$ cat src/rtl/radial_cut_mean_covariance_core_defines.svh
// ----------------------------------------------------------------------------
// Assertion macros for the radial cut mean/covariance core
// Shared property wrappers on clk, disabled during rst.
// ----------------------------------------------------------------------------
`ifndef RADIAL_CUT_MEAN_COVARIANCE_CORE_DEFINES_SVH
`define RADIAL_CUT_MEAN_COVARIANCE_CORE_DEFINES_SVH

// same-cycle implication
`define RCMC_ASSERT_IMPL(lbl, ante, cons) \
  lbl: assert property (@(posedge clk) disable iff (rst) (ante) |-> (cons)) \
    else $error("rcmc assertion failed");

// next-cycle implication
`define RCMC_ASSERT_NEXT(lbl, ante, cons) \
  lbl: assert property (@(posedge clk) disable iff (rst) (ante) |=> (cons)) \
    else $error("rcmc assertion failed");

`endif

$ cat src/rtl/rcmc_pkg.sv
// ----------------------------------------------------------------------------
// rcmc_pkg
// Types, constants and helpers of the radial cut mean/covariance core.
// ----------------------------------------------------------------------------
package rcmc_pkg;

  localparam int COORD_W    = 24;
  localparam int COORD_BITS = 24;
  localparam int MAX_POINTS = 65536;
  localparam int CNT_W      = 17;
  localparam int QDEPTH     = 4;
  localparam int QPTR_W     = 2;
  localparam int NRES       = 20;

  localparam logic signed [64:0] SAT_HI = 65'sh0_7FFF_FFFF_FFFF;
  localparam logic signed [64:0] SAT_LO = -65'sh0_8000_0000_0000;

  typedef logic signed [COORD_W-1:0] coord_t;

  typedef struct packed {
    coord_t [3:0] c;
    logic         pass;
    logic         last;
  } q_entry_t;

  typedef enum logic [1:0] {F_IDLE, F_SQ, F_PUSH} front_state_t;

  typedef enum logic [2:0] {
    B_IDLE, B_ACC, B_EMIT, B_DIV, B_MA, B_MB, B_SUB, B_OUT
  } back_state_t;

  function automatic logic signed [47:0] sat48(input logic signed [64:0] v);
    if (v > SAT_HI) return 48'sh7FFF_FFFF_FFFF;
    else if (v < SAT_LO) return 48'sh8000_0000_0000;
    else return v[47:0];
  endfunction

endpackage

$ cat src/rtl/rcmc_front.sv
// ----------------------------------------------------------------------------
// rcmc_front
// Accepts a point, forms x^2+y^2+z^2 on one multiplier, classifies the
// point against the radial cut and pushes it into the point queue.
// ----------------------------------------------------------------------------
module rcmc_front (
  input  logic                     clk,
  input  logic                     rst,
  input  logic                     push,
  output logic                     full,
  input  rcmc_pkg::coord_t         coord_t,
  input  rcmc_pkg::coord_t         coord_x,
  input  rcmc_pkg::coord_t         coord_y,
  input  rcmc_pkg::coord_t         coord_z,
  input  logic                     last_point,
  input  logic [47:0]              rmax_squared,
  output logic                     q_push,
  input  logic                     q_full,
  output rcmc_pkg::q_entry_t       q_data
);
  import rcmc_pkg::*;

  // the coord_t port hides the package type of the same name here
  front_state_t state, state_next;
  logic [1:0]                  step;
  rcmc_pkg::coord_t [3:0]      c;
  logic                        last;
  logic signed [47:0]          prod;
  logic [47:0]                 r2;
  rcmc_pkg::coord_t            sq_op;

  // state register
  always_ff @(posedge clk) begin
    if (rst) state <= F_IDLE;
    else state <= state_next;
  end

  // next state and handshake
  always_comb begin
    state_next = state;
    full       = (state != F_IDLE);
    q_push     = 1'b0;
    unique case (state)
      F_IDLE: if (push) state_next = F_SQ;
      F_SQ:   if (step == 2'd3) state_next = F_PUSH;
      F_PUSH: begin
        if (!q_full) begin
          q_push     = 1'b1;
          state_next = F_IDLE;
        end
      end
      default: state_next = F_IDLE;
    endcase
  end

  // pick the component to square
  always_comb begin
    case (step)
      2'd0:    sq_op = c[1];
      2'd1:    sq_op = c[2];
      default: sq_op = c[3];
    endcase
  end

  // capture the point and accumulate the squares
  always_ff @(posedge clk) begin
    if (state == F_IDLE && push) begin
      c[0] <= COORD_W'(signed'(coord_t[COORD_BITS-1:0]));
      c[1] <= COORD_W'(signed'(coord_x[COORD_BITS-1:0]));
      c[2] <= COORD_W'(signed'(coord_y[COORD_BITS-1:0]));
      c[3] <= COORD_W'(signed'(coord_z[COORD_BITS-1:0]));
      last <= last_point;
      step <= 2'd0;
    end else if (state == F_SQ) begin
      step <= step + 2'd1;
      prod <= sq_op * sq_op;
      if (step == 2'd1) r2 <= prod;
      else if (step != 2'd0) r2 <= r2 + prod;
    end
  end

  assign q_data.c    = c;
  assign q_data.pass = (r2 < rmax_squared);
  assign q_data.last = last;

endmodule

$ cat config.mk
export PLATFORM = sky130hd
export DESIGN_NAME = rcmc_front
export DESIGN_NICKNAME = d
export VERILOG_FILES = /design/src/rtl/radial_cut_mean_covariance_core_defines.svh /design/src/rtl/rcmc_pkg.sv /design/src/rtl/rcmc_front.sv
export SDC_FILE = /design/constraint.sdc
export NUM_CORES = 2
export LEC_CHECK = 0
export ABC_AREA = 1
export BUFFER_PORTS_ARGS = -buffer_cell sky130_fd_sc_hd__clkbuf_2
export CAP_MARGIN = 5
export CORE_MARGIN = 2
export CORE_UTILIZATION = 64
export DETAILED_ROUTE_END_ITERATION = 12
export GPL_ROUTABILITY_DRIVEN = 0
export PLACE_DENSITY = 0.81
export SLEW_MARGIN = 20
export SYNTH_ARGS = -nofsm -noshare
export SYNTH_HDL_FRONTEND = slang
export SYNTH_SLANG_ARGS = --single-unit
$ cat constraint.sdc
create_clock -name clk -period 8.75 [get_ports clk]
set_clock_uncertainty 0.1 [all_clocks]
set_input_delay 1.75 -clock clk [delete_from_list [all_inputs] [get_ports clk]]
set_output_delay 1.75 -clock clk [all_outputs]
set_load 0.005 [all_outputs]
After elaboration in Yosys (flattened, before gate mapping)
Cells that the tools add are included.

storage, ports and cells
  register bits after elaboration = 197
  logic and storage cells = 39
  input port bits = 149
  output and inout bits = 100

cells by class
  $add $sub $neg = 2
  reduce and logical (&&, ||, !) cells = 9
  equal/unequal tests = 7
  bitwise gates (word level) = 1
  mux-type cells = 9
  $lt $le $gt $ge = 1
  multiply operators = 1

operator list
  cell                                            count
  two-way mux 48 bit                              2
  adder 48 bit                                    1
  < comparator 48 bit                             1
  multiplier 24 x 24 -> 48 bit                    1
  one-hot mux 24 bit (2 select lines)             1
  two-way mux 2 bit                               3
  inequality test 2 bit (second input constant)   3
  one-hot mux 2 bit (3 select lines)              1
  AND reduction 3 bit                             2
  nonzero test 2 bit                              3
  == test 2 x 1 -> 1 bit (second input constant)  2
  == test 2 bit (second input constant)           2
  zero test 2 bit                                 2
  adder 2 x 1 -> 2 bit (second input constant)    1
  two-way mux 1 bit                               2
  AND reduction 2 bit                             1
  logical AND 1 bit                               1
  NOT 1 bit                                       1

Longest topological paths before layout
  word-level depth = 4
  gate-level depth with buffers = 35

Worst setup path before layout
No wires, ideal clock.

  path type = register to register
  start point = reg step[1]
  end point = reg prod[43], data pin
  data arrival time = 7.229 ns
  stages on the path, launching flop included = 30
  required time = 8.397 ns
  buffers on the path = 2
  slack = 1.169 ns
  path through = dfxtp_1 > inv_1 > ha_1 > buf_4 > a22o_1 > a21oi_2 > inv_2 > buf_2 > nand2_1 > inv_1 > fa_1 > inv_1 > fa_1 > inv_1 > fa_1 > inv_1 > fa_1 > fa_1 > fa_1 > fa_1 > inv_1 > ha_1 > nand2_1 > a21oi_1 > or2_2 > a21oi_1 > a21boi_0 > nand3_1 > nand2_1 > nand2_1

between the ends
  longest elaborated chain between the ends = 3

ends and longest elaborated chain
  element                                                           RTL line          text
  start: declaration                                                rcmc_front.sv:25  logic [1:0] step;
  start signal: assignment                                          rcmc_front.sv:75  step <= step + 2'd1;
  == test 2 x 1 -> 1 bit / zero test 2 bit (equally long branches)  rcmc_front.sv:58  case (step)
  one-hot mux 24 bit (2 select lines) *                             rcmc_front.sv:58
  multiplier 24 x 24 -> 48 bit *                                    rcmc_front.sv:76  prod <= sq_op * sq_op;
  end signal: assignment                                            rcmc_front.sv:76
  end: declaration                                                  rcmc_front.sv:28  logic signed [47:0] prod;

Every way passes the cells marked *; elsewhere a longest branch is shown, timed or not.
A chain may end at the register's enable or synchronous reset.

Worst setup path in the final report
  start point = reg step[0]
  end point = reg prod[45], data pin

Same word-level chain as after synthesis.

==> summary.md <==
| Metric | Value |
|---|---|
| Status | `finished, final reports clean` |
| Max-Cap Viols | `0` |
| Fill cells | `3,915` |
| Number of synthesized flops with an enable pin | `192` |
| Input/output buffers | `248` |
| Initial detailed-routing violation count | `2,286` |
| Compound-Gate Fraction of Synth Area | `0.04445` |
| P&R area growth vs syn | `7.779%` |
| CP Data Required Time | `8.92 ns` |
| Vias in the first global route | `27,460` |
| Starting Density | `0.6486` |
| TritonRoute pass-1 iters | `6` |
| Netlist Area Pre-Place | `0.03254 mm²` |
| Fin. max-slew vios | `0` |
| Cells after synthesis | `3,967` |
| Depth of the worst hold-timing path | `2` |
| Worst Tran Pin Value | `0.9704 ns` |
| Main flop type after synthesis | `edfxtp_1` |
| Syn Nets | `4,909` |
| Diodes inserted | `0` |
| CTS tree | `yes` |
| Unrepaired setup endpoints after global routing | `no` |
| Initial antenna violation count | `1` |
| Synth Area in Simple Gates | `0.1839` |
| CTS H-tree depth | `4` |
| Final Util | `0.6990` |
| Slew HR | `0.3471` |
| Detail Placement HPWL | `72,970 µm` |
| Setup_tns | `0 ns` |
| Global route overflow | `0` |
| Detail Route Antenna Nets | `0` |
| TritonCTS sink count | `196` |
| Final Setup Violations | `0` |
| CP Capture Type | `flip-flop` |
| Layout cell share with drive strength beyond 1 | `0.09962` |
| CTS Root Cell | `clkbuf_16` |
| Routing usage on met2 | `0.5802` |
| M1 GR Usage | `0.4189` |
| Die ar. | `0.05266 mm²` |
| Clock slew at reported path FFs | `0.08 ns` |
| Synth Area in XOR/XNOR | `0.01292` |
| HP Class | `flip-flop to flip-flop` |
| Via count | `26,300` |
| Worst Path Max Fanout | `24` |
| Top Ports | `249` |
| Via-to-Cell Ratio | `5.381` |
| Largest family of logic cells by synthesized area | `adder cells` |
| Routed WL per cell | `17.81 µm` |
| DRC | `0` |
| Mapped Avg Cell Area | `8.203 µm²` |
| Global route hottest layer | `met2` |
| Adder-cell share of the synthesized area | `0.4334` |
| Die width | `229.5 µm` |
| Sequential fraction of the synthesis area | `0.1796` |
| Final net count | `5,145` |
| Ys Warns | `0` |
| CTS buffer count | `17` |
| Worst Reg-to-Reg Cells | `30` |
| Num rows | `82` |
| Cell mode on critical path | `inv_1` |
| FFs w/ async S/R, synth | `0` |
| Slowest CP cell | `o21ai_0` |
| Clock Latency Late Sink | `0.51 ns` |
| Setup Crit Path Kind | `flip-flop to flip-flop` |
| Mux share of post-synthesis cell area | `0` |
| Post-Route WL | `87,040 µm` |
| Library cells used by synthesis | `43` |
| Met3 Use GR | `0.07582` |
| Longest Clk Path Bufs | `2` |
| Tcrit/Tclk final | `0.9456` |
| Seq cells post-synth | `196` |
| Die H | `229.5 µm` |
| Hold Buf Count CTS | `0` |
| Pin count of the biggest net entering global routing | `69` |
| Core area | `0.05017 mm²` |
| Type of origin of the critical path | `flip-flop` |
| Final Critical Period | `8.274 ns` |
| Hold Fails Final Rpt | `0` |
| Arrival time at the worst endpoint | `8.44 ns` |
| GRT Util Overall | `0.3474` |
| Crit-path max cell delay | `0.60 ns` |
| First-pass GRT wire length | `140,700 µm` |
| Achievable Freq | `120.9 MHz` |
kinds of logic after synthesis:
family	Yosys count
xor+xnor	48
buf+inv	1218
compound gates	244
flops	196
fa+ha+maj	793
simple gates	1468
per-layer routing:
layer | vias up | share of wire
met3 | 320 | 0.094
met1 | 12480 | 0.37
met4 | 2 | 0.062
met5 | - | 0.00015
met2 | 1322 | 0.47
li1 | 12180 | -
layout by cell type (no fill, tap or decap), types with 15 or more instances in the layout:
cell type,netlist,routed
nor3_1,15,15
ha_1,236,235
a21oi_2,16,16
fa_1,557,557
buf_4,11,37
or2_2,18,18
clkbuf_2,0,248
inv_2,26,26
o21ai_0,48,48
a22o_1,17,17
nand2_2,16,16
nand2_1,1053,1053
nor2_1,174,172
xor2_1,34,34
nand3_1,125,125
a21oi_1,125,125
inv_1,1124,1123
clkbuf_16,0,17
edfxtp_1,192,192
nand4_1,29,29
state kept, by name (all words and copies together) (netlist names):
name / flops
last: 1
step: 2
q_data: 96
r2: 48
state: 2
prod: 47
cell type report:
type | count | area (µm²) | share of cell area
timing repair buffer | 285 | 1519 | 0.04331
tap | 672 | 840.8 | 0.02397
clock inverter | 13 | 142.6 | 0.004067
inverter | 1150 | 4318 | 0.1231
sequential | 196 | 5846 | 0.1667
clock buffer | 19 | 432.9 | 0.01234
multi-input combinational | 2553 | 21970 | 0.6265
cell usage after synthesis, drive strengths merged (6+ instances only):
library cell	instances	area, µm²
nand3b	10	75.07
nor2	188	745.7
ha	236	2953
a21oi	141	765.7
xnor2	14	122.6
nand3	131	685.7
a21o	6	45.04
inv	1150	4317
buf	62	400.4
nand4	29	181.4
a22o	17	148.9
fa	557	11150
xor2	34	297.8
edfxtp	192	5766
o21bai	14	105.1
nor3	15	75.07
clkbuf	6	22.52
nand2	1069	4053
or2	19	118.9
o21ai	52	267.8
worst max-delay path: cells and delay by family, from the launching register on:
| family | cells | cell delay, ns |
|---|---|---|
| and+or+nand+nor | 5 | 0.56 |
| buffers and inverters | 11 | 1.18 |
| DFF | 1 | 0.38 |
| adders and majority gates | 9 | 4.14 |
| AOI/OAI and AO/OA | 5 | 1.65 |
through the flow:
stage	hold slack [ns]	std cells	instance area, µm²	worst slack (ns)
6_report	0.4504	4888	35070	0.4761
4_1_cts	0.4546	4881	35020	0.5370
2_1_floorplan	0.3814	3967	32540	1.169
5_1_grt	0.4847	4888	35070	0.05187
3_5_place_dp	0.4452	4849	34440	0.5688
3_3_place_gp	0.4310	4849	34440	0.7991
repair_timing:
action,4_1_cts,5_1_grt
buffers inserted,0,7
resized for setup,0,0
endpoints found under the setup margin,0,1
hold endpoints to repair,0,0
worst paths after layout:
check,start,endpoint,slack [ns]
max,step[0],prod[45],0.48
min,state[1],state[1],0.45
max reg2reg,step[0],prod[45],0.48
min reg2reg,state[1],state[1],0.45
Power is not shown: default switching activity piles up to over one toggle a cycle in this logic, so the estimate is an artifact.
