==> src/rtl/radial_cut_mean_covariance_core_defines.svh <==
// ----------------------------------------------------------------------------
// Assertion macros for the radial cut mean/covariance core
// Shared property wrappers on clk, disabled during rst.
// ----------------------------------------------------------------------------
`ifndef RADIAL_CUT_MEAN_COVARIANCE_CORE_DEFINES_SVH
`define RADIAL_CUT_MEAN_COVARIANCE_CORE_DEFINES_SVH

// same-cycle implication
`define RCMC_ASSERT_IMPL(lbl, ante, cons) \
  lbl: assert property (@(posedge clk) disable iff (rst) (ante) |-> (cons)) \
    else $error("rcmc assertion failed");

// next-cycle implication
`define RCMC_ASSERT_NEXT(lbl, ante, cons) \
  lbl: assert property (@(posedge clk) disable iff (rst) (ante) |=> (cons)) \
    else $error("rcmc assertion failed");

`endif

==> src/rtl/rcmc_pkg.sv <==
// ----------------------------------------------------------------------------
// rcmc_pkg
// Types, constants and helpers of the radial cut mean/covariance core.
// ----------------------------------------------------------------------------
package rcmc_pkg;

  localparam int COORD_W    = 24;
  localparam int COORD_BITS = 24;
  localparam int MAX_POINTS = 65536;
  localparam int CNT_W      = 17;
  localparam int QDEPTH     = 4;
  localparam int QPTR_W     = 2;
  localparam int NRES       = 20;

  localparam logic signed [64:0] SAT_HI = 65'sh0_7FFF_FFFF_FFFF;
  localparam logic signed [64:0] SAT_LO = -65'sh0_8000_0000_0000;

  typedef logic signed [COORD_W-1:0] coord_t;

  typedef struct packed {
    coord_t [3:0] c;
    logic         pass;
    logic         last;
  } q_entry_t;

  typedef enum logic [1:0] {F_IDLE, F_SQ, F_PUSH} front_state_t;

  typedef enum logic [2:0] {
    B_IDLE, B_ACC, B_EMIT, B_DIV, B_MA, B_MB, B_SUB, B_OUT
  } back_state_t;

  function automatic logic signed [47:0] sat48(input logic signed [64:0] v);
    if (v > SAT_HI) return 48'sh7FFF_FFFF_FFFF;
    else if (v < SAT_LO) return 48'sh8000_0000_0000;
    else return v[47:0];
  endfunction

endpackage

==> src/rtl/rcmc_queue.sv <==
// ----------------------------------------------------------------------------
// rcmc_queue
// Short point queue between the classifier and the accumulator.
// ----------------------------------------------------------------------------
module rcmc_queue (
  input  logic                clk,
  input  logic                rst,
  input  logic                push,
  output logic                full,
  input  rcmc_pkg::q_entry_t  wdata,
  input  logic                pop,
  output logic                empty,
  output rcmc_pkg::q_entry_t  rdata
);
  import rcmc_pkg::*;

  q_entry_t            mem [QDEPTH];
  logic [QPTR_W-1:0]   wptr, rptr;
  logic [QPTR_W:0]     cnt;
  logic                do_push, do_pop;

  assign full    = (cnt == (QPTR_W+1)'(QDEPTH));
  assign empty   = (cnt == '0);
  assign do_push = push && !full;
  assign do_pop  = pop && !empty;
  assign rdata   = mem[rptr];

  // advance pointers and fill level
  always_ff @(posedge clk) begin
    if (rst) begin
      wptr <= '0;
      rptr <= '0;
      cnt  <= '0;
    end else begin
      if (do_push) wptr <= wptr + 1'b1;
      if (do_pop)  rptr <= rptr + 1'b1;
      if (do_push && !do_pop) cnt <= cnt + 1'b1;
      else if (do_pop && !do_push) cnt <= cnt - 1'b1;
    end
  end

  // store a beat
  always_ff @(posedge clk) begin
    if (do_push) mem[wptr] <= wdata;
  end

endmodule

==> config.mk <==
export PLATFORM = sky130hd
export DESIGN_NAME = rcmc_queue
export DESIGN_NICKNAME = d
export VERILOG_FILES = /design/src/rtl/radial_cut_mean_covariance_core_defines.svh /design/src/rtl/rcmc_pkg.sv /design/src/rtl/rcmc_queue.sv
export SDC_FILE = /design/constraint.sdc
export NUM_CORES = 1
export LEC_CHECK = 0
export ABC_AREA = 1
export BUFFER_PORTS_ARGS = -buffer_cell sky130_fd_sc_hd__buf_2
export CAP_MARGIN = 20
export CELL_PAD_IN_SITES_DETAIL_PLACEMENT = 2
export CELL_PAD_IN_SITES_GLOBAL_PLACEMENT = 2
export CORE_ASPECT_RATIO = 1.4
export CORE_MARGIN = 4
export CORE_UTILIZATION = 33
export DETAILED_ROUTE_END_ITERATION = 12
export PLACE_DENSITY = 0.77
export SYNTH_ARGS = -nofsm -noshare
export SYNTH_HDL_FRONTEND = slang
export SYNTH_SLANG_ARGS = --single-unit
==> constraint.sdc <==
create_clock -name clk -period 9.9 [get_ports clk]
set_clock_uncertainty 0.05 [all_clocks]
set_input_delay 1.98 -clock clk [delete_from_list [all_inputs] [get_ports clk]]
set_output_delay 1.98 -clock clk [all_outputs]
set_load 0.005 [all_outputs]
**After elaboration in Yosys (flattened, before gate mapping)**

Memory sizes are Yosys's and may differ from the RTL's. A register that Yosys moved wholly into a read port is not among the register bits.
Cells that the tools add are included.
W data, S select, Z words.

- Register bits: 7
- Memory bits (writable): 392
- Bits of input ports: 102
- Memories kept: 1

- $add $sub $neg: 4
- Equal/unequal tests: 1
- Multiplexer cells: 6
- Reduce and logical (&&, ||, !) cells: 10

Memories:

| memory | depth | width | read ports | clocked after memory_dff | write ports | RTL line | text |
|---|---|---|---|---|---|---|---|
| mem | 4 | 98 | 1 | 1 | 1 | rcmc_queue.sv:17 | `q_entry_t mem [QDEPTH];` |

Operators with widths:

| kind | count |
|---|---|
| $mux W3 | 2 |
| $add A2 B1 Y2 const B | 2 |
| $logic_and A1 B1 Y1 | 4 |
| $logic_not A1 Y1 | 4 |
| $mux W2 | 2 |
| $add A3 B1 Y3 const B | 1 |
| $eq A3 B3 Y1 const B | 1 |
| $logic_not A3 Y1 | 1 |
| $sub A3 B1 Y3 const B | 1 |
| $mux W1 | 2 |
| $reduce_bool A2 Y1 | 1 |

**Logic depth before layout (Yosys ltp)**

Gate-level depths: netlist (run 1).

- Word-level depth: 7
- Depth in mapped cells: 13
- Gate-level depth less buffers: 13

**Worst setup path before layout (run 1)**

Ideal clock, no wire load.

- Kind: input-to-reg
- Start point: input port push
- End point: memory mem[0][0] (netlist bit) (enable)
- Data arrival time: 6171 ps
- Data required time: 9294 ps
- Setup slack: 3124 ps
- Cell stages on the path: 2
- Buffers on the path: 0
- Path through: nand2_1 -> nor2_1

- Cells in the longest elaborated chain, start to end: 3

Ends and longest elaborated chain:

| what | RTL line | text |
|---|---|---|
| start: declaration | rcmc_queue.sv:8 | `input logic push,` |
| $logic_and A1 B1 Y1 | rcmc_queue.sv:24 | `assign do_push = push && !full;` |
| $mux W1 | rcmc_queue.sv:44 | `if (do_push) mem[wptr] <= wdata;` |
| $mux W1 (not written as such) | rcmc_queue.sv:44 |  |
| end: declaration | rcmc_queue.sv:17 |  |

No other way between the ends.

==> impl_metrics.py, run 1 <==
metrics = {
    "outcome": {
        "status": "finished, final reports clean",
    },
    "cells_and_area": {
        "drive_gt1_share_pct": 22.3,
        "n_fill_cell": 4529,
        "area_growth_pct": 18.7,
        "regArea_sq_um": 12000,
        "multi_input_area_sq_um": 2610,
        "nets": 1321,
    },
    "clock_network": {
        "cts.repair.resized": 0,
        "cts_setup_buffers": 0,
        "clk_path_buf_depth": 3,
        "insertion_delay_ns": 0.54,
        "hold_buffers": 0,
        "cts_tree": "done",
        "cts_root_buffer": "clkbuf_16",
        "cts_htree_levels": 2,
        "numCtsBuffers": 42,
        "clkTransAtPathRegs_ns": 0.06,
        "clkSinkCount": 401,
    },
    "routing": {
        "firstDrtPassIters": 4,
        "wl_um": 42200,
        "vias": 9268,
        "drtIter0Drc": 495,
        "wl_per_cell_um": 22.7,
        "via_per_inst": 4.97,
        "post-route-drc-count": 0,
        "antenna_left": 0,
    },
    "logic_synthesis": {
        "syn_inst": 1018,
        "yosysTopAreaCell": "edfxtp_1",
        "synth_edf_count": 392,
        "synth_warnings": 0,
        "async_flop_share_pct": 0,
        "synth.distinct_cells": 22,
        "synth.area.top_cells": "edfxtp_1 (78%), nor2_1 (5.3%), o21ai_0 (5.0%)",
        "netlist_area_sq_um": 15000,
        "ys_ff_latch": 401,
        "synth.top_cell.area_share_pct": 78.5,
        "ys_seq_area_share_pct": 79.7,
        "synth_fp_nets": 1126,
        "ys.flop_type": "edfxtp_1",
        "synth_area_per_cell_sq_um": 14.7,
    },
    "flow_run": {
        "drv_cap": 0,
    },
    "setup_path": {
        "arrival_ns": 3.60,
        "r2r_start": "cnt[0]$_SDFFE_PP0P_",
        "max_stage_delay_ns": 0.81,
        "cp_max_fo": 81,
        "crit_path_frequent_cell": "buf_4",
        "endpoint_kind": "output port",
        "rr_worst_depth": 6,
        "path_cells": "buf_4 -> buf_4 -> o21ai_0 -> o22ai_1 -> buf_2",
        "rrSetupSlack_ns": 6.87,
        "startpoint_type": "flop",
        "worstPathRequired_ns": 7.87,
        "slowest_stage": "buf_4",
        "worst-setup-path-type": "reg -> out",
    },
    "timing": {
        "finalHoldViolCount": 0,
        "timing.hold.ws_ns": 0.455,
        "period_minus_slack_ns": 5.63,
        "post-route-period-util_pct": 56.9,
        "setup_tns_ns": 0,
        "fmax_mhz": 178,
        "drv_slew": 0,
        "finalSetupViolCount": 0,
        "timing.final.ws_setup_ns": 4.27,
        "slew_headroom_pct": 35.8,
        "rsz0062_at_grt": "no",
        "worst_pin_slew_ns": 0.963,
    },
    "floorplanning": {
        "die-area_sq_um": 49000,
        "io_pins": 202,
        "rows": 92,
        "start_util_pct": 33.3,
        "die_h_um": 260,
        "die_w_um": 188,
        "core_region_area_sq_um": 45000,
    },
    "placed_design": {
        "place_ws_ns": 4.84,
        "io_buffer_count": 201,
        "gp_congestion": 0.721,
        "dp_hpwl_um": 24800,
    },
    "hold_path": {
        "hold_path.class": "reg -> reg",
        "min_path_cells": 2,
        "hold_start": "rptr[0]$_SDFFE_PP0P_",
    },
    "global_route": {
        "grt-ovfl-total": 0,
        "grt_pass1_vias": 10500,
        "antenna_found_initial": 9,
        "grt_max_degree": 101,
        "grt_util_all_layers_pct": 16.8,
        "grt_pass1_wl_um": 63300,
    },
    "pwr": {
        "cellPowerDensity_nw_per_um2": 259,
        "leakage_nw": 6.13,
        "ir_worst_vdd_mv": 0.158,
    },
}
[where the power goes]
group          switching (mW)  total [mW]  leakage [nW]  internal, mW
Combinational           0.685        1.02          1.86         0.331
Clock                   0.637        1.46         0.610         0.825
Sequential             0.0735        2.14          3.67          2.07
[stage by stage]
stage / cell area, sq um / utilization [%] / power [mW] / std cells
final: 17800 / 39.6 / 4.62 / 1863
after global routing: 17800 / 39.5 / 4.87 / 1860
after CTS: 17800 / 39.5 / 4.70 / 1856
after detailed placement: 16500 / 36.7 / 3.22 / 1779
after global placement: 16500 / 36.7 / 3.15 / 1779
after floorplan: 15000 / - / 2.75 / 1018
[cell families after synthesis]
logic type | count (synthesis) | synth area share [%]
AO/OA/AOI/OAI | 298 | 10.8
AND/OR/NAND/NOR | 230 | 5.81
flip-flops | 401 | 79.7
XOR/XNOR | 1 | 0.0584
adder cells (fa/ha/maj) | 6 | 0.551
buffers and inverters | 82 | 3.14
[worst max-delay path, delay by kind of cell, from the launching register on]
kind,cells,cell delay (ns)
buffers and inverters,3,1.72
DFF,1,0.64
AOI/OAI and AO/OA,2,0.59
[layer usage]
| layer | vias up | share of wire (%) | global-route usage [%] |
|---|---|---|---|
| met2 | 186 | 55 | 32.3 |
| met5 | - | 0.19 | 0 |
| met3 | 69 | 4.3 | 3.56 |
| met1 | 4782 | 38 | 18.3 |
| li1 | 4221 | - | - |
| met4 | 10 | 2.6 | 5.30 |
[cell type report]
cell class	instances	area share (%)
Clock buffer	55	6.30
Antenna cell	6	0.0843
Inverter	18	0.415
Timing Repair Buffer	215	6.35
Sequential cell	401	67.2
Clock inverter	22	0.759
Tap cell	611	4.29
Multi-Input combinational cell	535	14.6
[final timing paths]
| path | end |
|---|---|
| worst max-delay path | rdata[35] |
| worst min-delay path | rptr[0]$_SDFFE_PP0P_ |
| worst max register to register | mem[2][21]$_DFFE_PP_ |
| worst min register to register | rptr[0]$_SDFFE_PP0P_ |
[flip-flops by register name (all words and copies together), names as in the netlist, named ones only]
name  count
rptr      2
mem     392
cnt       3
wptr      2
[synth_stat cells (2+ instances only)]
cell type,number
nand2_1,15
inv_1,16
ha_1,5
a21oi_1,3
edfxtp_1,392
o21ai_0,150
dfxtp_1,9
buf_2,7
o22ai_1,98
buf_4,5
o21ai_1,47
clkbuf_2,2
buf_6,15
nor2_1,210
clkbuf_1,34
nand3_1,4
[placed cells by master, fill, tap and decap left out, types with 3 or more instances in the layout]
| master | netlist | layout |
|---|---|---|
| nor2_1 | 210 | 206 |
| o21ai_0 | 150 | 150 |
| o21ai_1 | 47 | 47 |
| nor2_4 | 0 | 4 |
| ha_1 | 5 | 5 |
| clkbuf_16 | 0 | 43 |
| clkinv_1 | 0 | 10 |
| a21oi_1 | 3 | 3 |
| buf_2 | 7 | 201 |
| diode_2 | 0 | 6 |
| edfxtp_1 | 392 | 392 |
| buf_4 | 5 | 13 |
| o22ai_1 | 98 | 98 |
| clkinv_2 | 0 | 8 |
| nand3_1 | 4 | 4 |
| inv_1 | 16 | 16 |
| nand2_1 | 15 | 15 |
| clkbuf_1 | 34 | 12 |
| dfxtp_1 | 9 | 7 |
(Power assumes the default switching activity.)
==> inputs of run 2 (changes only) <==
--- a/config.mk
+++ b/config.mk
@@ -5,7 +5,7 @@
 export SDC_FILE = /design/constraint.sdc
 export NUM_CORES = 1
 export LEC_CHECK = 0
-export ABC_AREA = 1
+export ABC_AREA = 0
 export BUFFER_PORTS_ARGS = -buffer_cell sky130_fd_sc_hd__buf_2
 export CAP_MARGIN = 20
 export CELL_PAD_IN_SITES_DETAIL_PLACEMENT = 2
@@ -14,7 +14,7 @@
 export CORE_MARGIN = 4
 export CORE_UTILIZATION = 33
 export DETAILED_ROUTE_END_ITERATION = 12
-export PLACE_DENSITY = 0.77
+export PLACE_DENSITY = 0.71
 export SYNTH_ARGS = -nofsm -noshare
 export SYNTH_HDL_FRONTEND = slang
 export SYNTH_SLANG_ARGS = --single-unit
==> constraint.sdc (replaced) <==
create_clock -name clk -period 5.45 [get_ports clk]
set_clock_uncertainty 0.05 [all_clocks]
set_input_delay 1.09 -clock clk [delete_from_list [all_inputs] [get_ports clk]]
set_output_delay 1.09 -clock clk [all_outputs]
set_load 0.005 [all_outputs]
==> run 2 against run 1 <==
Compared with the run above: sequential power up 82%; die area down 2.7%; total power up 78%; sequential cell count unchanged; non-clock buffer count down 4; sequential share of layout area up 1.0 points; global-route usage down 3.2 points; critical path depth down 2; critical path type unchanged; via count down 29%; utilization up 0.90 points; clock power up 85%.
==> impl_metrics.py, run 2 <==
metrics = {
    "pwr": {
        "seqPwrFrac_pct": 47.4,
        "clkPwrFrac_pct": 33.0,
        "cellPowerDensity_nw_per_um2": 468,
        "ir_worst_vdd_mv": 0.234,
        "switchingPower_mw": 2.08,
        "p_int_mw": 6.13,
        "power_frac_comb_pct": 19.6,
        "leakage_nw": 5.79,
        "switching_share_pct": 25.3,
    },
    "logic_synthesis": {
        "netlist_area_sq_um": 14600,
        "synth_common_cells": "edfxtp_1 (392), mux4_2 (98), buf_2 (11)",
        "yosysTopAreaCell": "edfxtp_1",
        "yosysMostFrequentCell": "edfxtp_1",
        "ys_ff_latch": 401,
        "ys.flop_type": "edfxtp_1",
        "synth_warnings": 0,
        "synth_edf_count": 392,
        "synth.area.top_cells": "edfxtp_1 (81%), mux4_2 (15%), dfxtp_1 (1.2%)",
        "async_flop_share_pct": 0,
        "ys_seq_area_share_pct": 81.9,
        "synth_area_per_cell_sq_um": 26.0,
        "synth.distinct_cells": 23,
        "syn_inst": 560,
        "synth.top_cell.area_share_pct": 80.7,
        "synth_fp_nets": 668,
    },
    "global_route": {
        "grt-ovfl-total": 0,
        "grt_pass1_wl_um": 49500,
        "antenna_found_initial": 3,
        "grt_pass1_vias": 7654,
        "grt_max_degree": 64,
        "grt_util_all_layers_pct": 13.6,
    },
    "floorplanning": {
        "core_region_area_sq_um": 43400,
        "rows": 90,
        "die-area_sq_um": 47700,
        "io_pins": 202,
        "die_w_um": 186,
        "start_util_pct": 33.6,
        "die_h_um": 257,
    },
    "timing": {
        "slew_headroom_pct": 32.7,
        "timing.hold.ws_ns": 0.467,
        "post-route-period-util_pct": 69.6,
        "setup_tns_ns": 0,
        "timing.final.ws_setup_ns": 1.66,
        "finalSetupViolCount": 0,
        "fmax_mhz": 264,
        "finalHoldViolCount": 0,
        "drv_slew": 0,
        "worst_pin_slew_ns": 1.01,
        "period_minus_slack_ns": 3.79,
        "rsz0062_at_grt": "no",
    },
    "hold_path": {
        "hold_path.class": "reg -> reg",
    },
    "clock_network": {
        "hold_buffers": 0,
        "cts_tree": "done",
        "cts_htree_levels": 2,
        "cts.repair.resized": 0,
        "cts_root_buffer": "clkbuf_16",
        "numCtsBuffers": 40,
        "clkSinkCount": 401,
        "clk_path_buf_depth": 3,
        "cts_setup_buffers": 0,
        "clkTransAtPathRegs_ns": 0.06,
        "insertion_delay_ns": 0.53,
    },
    "routing": {
        "wl_per_cell_um": 23.7,
        "wl_um": 32600,
        "vias": 6621,
        "firstDrtPassIters": 6,
        "drtIter0Drc": 402,
        "post-route-drc-count": 0,
        "antenna_left": 0,
        "via_per_inst": 4.82,
    },
    "placed_design": {
        "dp.cells": 1300,
        "dp_hpwl_um": 20500,
        "io_buffer_count": 201,
        "gp_congestion": 0.666,
        "place_ws_ns": 1.90,
    },
    "setup_path": {
        "endpoint_kind": "output port",
        "worstPathRequired_ns": 4.31,
        "cp_max_fo": 48,
        "arrival_ns": 2.65,
        "startpoint_type": "flop",
        "worst-setup-path-type": "reg -> out",
    },
    "flow_run": {
        "drv_cap": 0,
    },
    "cells_and_area": {
        "reg_top3": "mem (392), cnt (3)",
        "area_growth_pct": 20.3,
        "drive_gt1_share_pct": 45.2,
        "final_common_cell": "edfxtp_1",
        "nets": 898,
        "layout_common_cells": "edfxtp_1 (392), buf_2 (201), mux4_2 (98), clkbuf_16 (41), clkinv_1 (12)",
        "largest_register_ffs": 392,
        "top_register": "mem",
        "final_cell_count_no_fill": 1374,
    },
    "outcome": {
        "status": "finished, final reports clean",
    },
}
[run 2: cell types whose count changed after synthesis, sizes merged, moves of 13 or more]
| cell | change |
|---|---|
| nor2 | -204 |
| clkbuf | -28 |
| o21ai | -195 |
| inv | -14 |
| o22ai | -98 |
| nand2 | -15 |
| buf | -13 |
| mux4 | +98 |
[run 2: final timing paths]
| path | from | end | slack, ns | depth (start not counted) |
|---|---|---|---|---|
| max | flop | rdata[13] | 1.66 | 3 |
| max reg2reg | cnt[0]$_SDFFE_PP0P_ | mem[0][66]$_DFFE_PP_ | 2.62 | 4 |
| min | wptr[1]$_SDFFE_PP0P_ | wptr[1]$_SDFFE_PP0P_ | 0.47 | 2 |
| min reg2reg | wptr[1]$_SDFFE_PP0P_ | wptr[1]$_SDFFE_PP0P_ | 0.47 | 2 |
[run 2: area by class of cell]
| class | instances | area [sq um] |
|---|---|---|
| fillers | 4066 | 25800 |
| flip-flops and latches | 401 | 12000 |
| multi-input cells | 132 | 2480 |
| repair buffers | 211 | 1120 |
| clock buffers | 46 | 1040 |
| well taps | 552 | 691 |
| clock inverters | 27 | 238 |
| inverters | 4 | 15.0 |
| diodes | 1 | 2.50 |
[run 2: logic make-up after synthesis]
group | synth area share (%)
mux | 15.3
fa+ha+maj | 0.566
xor+xnor | 0.240
simple gates | 0.583
flops | 81.9
compound gates | 0.249
buf+inv | 1.14
[run 2: power groups by stage]
| stage | Sequential [mW] | Clock (mW) | Combinational (mW) |
|---|---|---|---|
| floorplan | 3.84 | 0 | 1.08 |
| global placement | 3.95 | 0 | 1.64 |
| detailed placement | 3.97 | 0 | 1.68 |
| CTS | 3.91 | 2.79 | 1.69 |
| global route | 3.93 | 2.92 | 1.75 |
| finish | 3.89 | 2.70 | 1.61 |
[run 2: metrics by stage]
stage               cell area (sq um)  utilization (%)  power, mW
detailed placement              16300             37.5       5.65
finish                          17500             40.5       8.20
global placement                16300             37.5       5.59
global route                    17500             40.5       8.61
floorplan                       14600                -       4.92
CTS                             17500             40.5       8.39
[run 2: worst max-delay path, cell delays in order, from the launching register on]
cell     delay (ns)
dfxtp_4        0.82
buf_12         0.42
mux4_2         0.60
buf_2          0.15
[run 2: metal layers]
| metal | up-vias | GRT usage, % | share of wire (%) |
|---|---|---|---|
| met2 | 176 | 24.2 | 54 |
| met1 | 3533 | 17.0 | 39 |
| met4 | 4 | 3.46 | 1.8 |
| met5 | - | 0 | 0.080 |
| met3 | 43 | 2.64 | 4.7 |
| li1 | 2865 | - | - |
==> inputs of run 3 (changes only) <==
==> constraint.sdc (replaced) <==
create_clock -name clk -period 3.7 [get_ports clk]
set_clock_uncertainty 0.05 [all_clocks]
set_input_delay 0.74 -clock clk [delete_from_list [all_inputs] [get_ports clk]]
set_output_delay 0.74 -clock clk [all_outputs]
set_load 0.005 [all_outputs]
==> run 3 against run 2 <==
Compared with the run above: register-to-register slack worse by 1.4 ns; sequential cell count stayed put; critical path type unchanged; wire length is 2.2% higher; total power is 50% higher; largest power group unchanged; clock-buffer cell count is 4 higher; setup slack worse by 1.1 ns; sequential power is 47% higher; hold slack worse by 0.088 ns; first-iteration DRC count is 6.0% lower; die area stayed put; final area is 1.1% higher; via count is 0.36% higher.
==> impl_metrics.py, run 3 (synthesized netlist as in run 2, its figures left out) <==
metrics = {
    "cells_and_area": {
        "nets": 908,
        "final_cell_count_no_fill": 1384,
        "top_register": "mem",
        "layout_common_cells": "edfxtp_1 (392), buf_2 (201), mux4_2 (98), clkbuf_16 (41), buf_12 (11)",
        "reg_top3": "mem (392), cnt (3)",
        "drive_gt1_share_pct": 45.8,
        "final_common_cell": "edfxtp_1",
        "utilization_pct": 40.9,
        "area_growth_pct": 21.6,
        "n_fill_cell": 4037,
        "largest_register_ffs": 392,
    },
    "routing": {
        "top_layer_used": "met4",
        "via_per_inst": 4.80,
        "met2_wirelength_um": 18200,
        "wl_per_cell_um": 24.1,
        "post-route-drc-count": 0,
        "drtIter0Drc": 378,
        "vias": 6645,
        "firstDrtPassIters": 4,
        "wl_um": 33300,
        "wl_met1_um": 12700,
        "wl_met3_um": 1740,
        "antenna_left": 0,
    },
    "timing": {
        "period_minus_slack_ns": 3.18,
        "fmax_mhz": 314,
        "slew_headroom_pct": 52.0,
        "drv_slew": 0,
        "finalSetupViolCount": 0,
        "timing.hold.ws_ns": 0.379,
        "rsz0062_at_grt": "no",
        "post-route-period-util_pct": 86.0,
        "finalHoldViolCount": 0,
        "worst_pin_slew_ns": 0.720,
        "timing.final.ws_setup_ns": 0.520,
        "setup_tns_ns": 0,
    },
    "floorplanning": {
        "die-area_sq_um": 47700,
        "die_w_um": 186,
        "io_pins": 202,
        "core_region_area_sq_um": 43400,
        "die_h_um": 257,
        "start_util_pct": 33.6,
        "rows": 90,
    },
    "setup_path": {
        "endpoint_kind": "output port",
        "crit_path_end": "rdata[10]",
        "rrSetupSlack_ns": 1.23,
        "path_cells": "buf_4 -> mux4_2 -> buf_2",
        "cp_max_fo": 29,
        "cp_num_buf_inv": 2,
        "max_stage_delay_ns": 0.81,
        "rr_worst_depth": 8,
        "crit_family": "flip-flops",
        "arrival_ns": 2.39,
        "cp.depth": 3,
        "worstPathRequired_ns": 2.91,
        "slowest_stage": "dfxtp_4",
        "startpoint_type": "flop",
        "r2r_start": "cnt[0]$_SDFFE_PP0P_",
        "worst-setup-path-type": "reg -> out",
        "r2r_end": "cnt[2]$_SDFFE_PP0P_",
    },
    "clock_network": {
        "cts_setup_buffers": 0,
        "numCtsBuffers": 41,
        "clkTransAtPathRegs_ns": 0.06,
        "cts_htree_levels": 2,
        "clk_path_buf_depth": 3,
        "cts_tree": "done",
        "clkSinkCount": 401,
        "insertion_delay_ns": 0.52,
        "cts.repair.resized": 0,
        "hold_buffers": 0,
        "cts_root_buffer": "clkbuf_16",
    },
    "pwr": {
        "cellPowerDensity_nw_per_um2": 692,
        "leakage_nw": 5.88,
        "ir_worst_vdd_mv": 0.376,
    },
    "global_route": {
        "grt_max_degree": 52,
        "grt_pass1_vias": 7691,
        "antenna_found_initial": 3,
        "grt_pass1_wl_um": 50000,
        "grt_util_all_layers_pct": 13.9,
        "grt-ovfl-total": 0,
    },
    "hold_path": {
        "min_path_cells": 1,
        "hold_path.class": "in -> reg",
    },
    "outcome": {
        "status": "finished, final reports clean",
    },
    "placed_design": {
        "dp.cells": 1309,
        "io_buffer_count": 201,
        "dp_hpwl_um": 21300,
        "place_ws_ns": 0.991,
        "gp_congestion": 0.701,
    },
    "flow_run": {
        "drv_cap": 0,
    },
}
## run 3: cell type report
| cell class | instances | area [sq um] | share of cell area [%] |
|---|---|---|---|
| Clock buffer | 50 | 1060 | 5.98 |
| Timing Repair Buffer | 220 | 1290 | 7.25 |
| Antenna cell | 2 | 5.00 | 0.0282 |
| Clock inverter | 23 | 241 | 1.36 |
| Tap cell | 552 | 691 | 3.89 |
| Inverter | 4 | 15.0 | 0.0847 |
| Sequential cell | 401 | 12000 | 67.4 |
| Multi-Input combinational cell | 132 | 2480 | 14.0 |
## run 3: layer usage
layer  vias up  track usage (%)
met5         -                0
met4         0             3.28
met3        46             3.32
met2       172             25.1
met1      3530             16.8
li1       2897                -
## run 3: worst min-delay path by stage
stage / end / slack, ns / from
finish: mem[1][81]$_DFFE_PP_ / 0.38 / wdata[81]
global route: mem[2][84]$_DFFE_PP_ / 0.35 / wdata[84]
detailed placement: wptr[1]$_SDFFE_PP0P_ / 0.47 / wptr[1]$_SDFFE_PP0P_
global placement: wptr[1]$_SDFFE_PP0P_ / 0.46 / wptr[1]$_SDFFE_PP0P_
floorplan: wptr[1]$_SDFFE_PP0P_ / 0.43 / wptr[1]$_SDFFE_PP0P_
CTS: mem[1][7]$_DFFE_PP_ / 0.34 / wdata[7]
## run 3: power breakdown
| part | internal, mW | switching [mW] |
|---|---|---|
| combinational | 1.35 | 1.19 |
| clock | 2.39 | 1.65 |
| sequential | 5.46 | 0.242 |
## run 3: worst reg2reg max path, cell delays in order, from the launching register on
cell and delay [ns]:
dfxtp_1 0.47, nor3b_1 0.15, nor2_1 0.39, ha_1 0.27, inv_1 0.06, fa_1 0.38, xor2_1 0.18, or3_1 0.31
a21oi_1 0.14
## run 3: stage by stage
step / total power, mW / area, sq um
2_1_floorplan: 7.22 / 14600
3_3_place_gp: 8.36 / 16400
3_5_place_dp: 8.45 / 16400
4_1_cts: 12.5 / 17700
5_1_grt: 12.9 / 17700
6_report: 12.3 / 17700
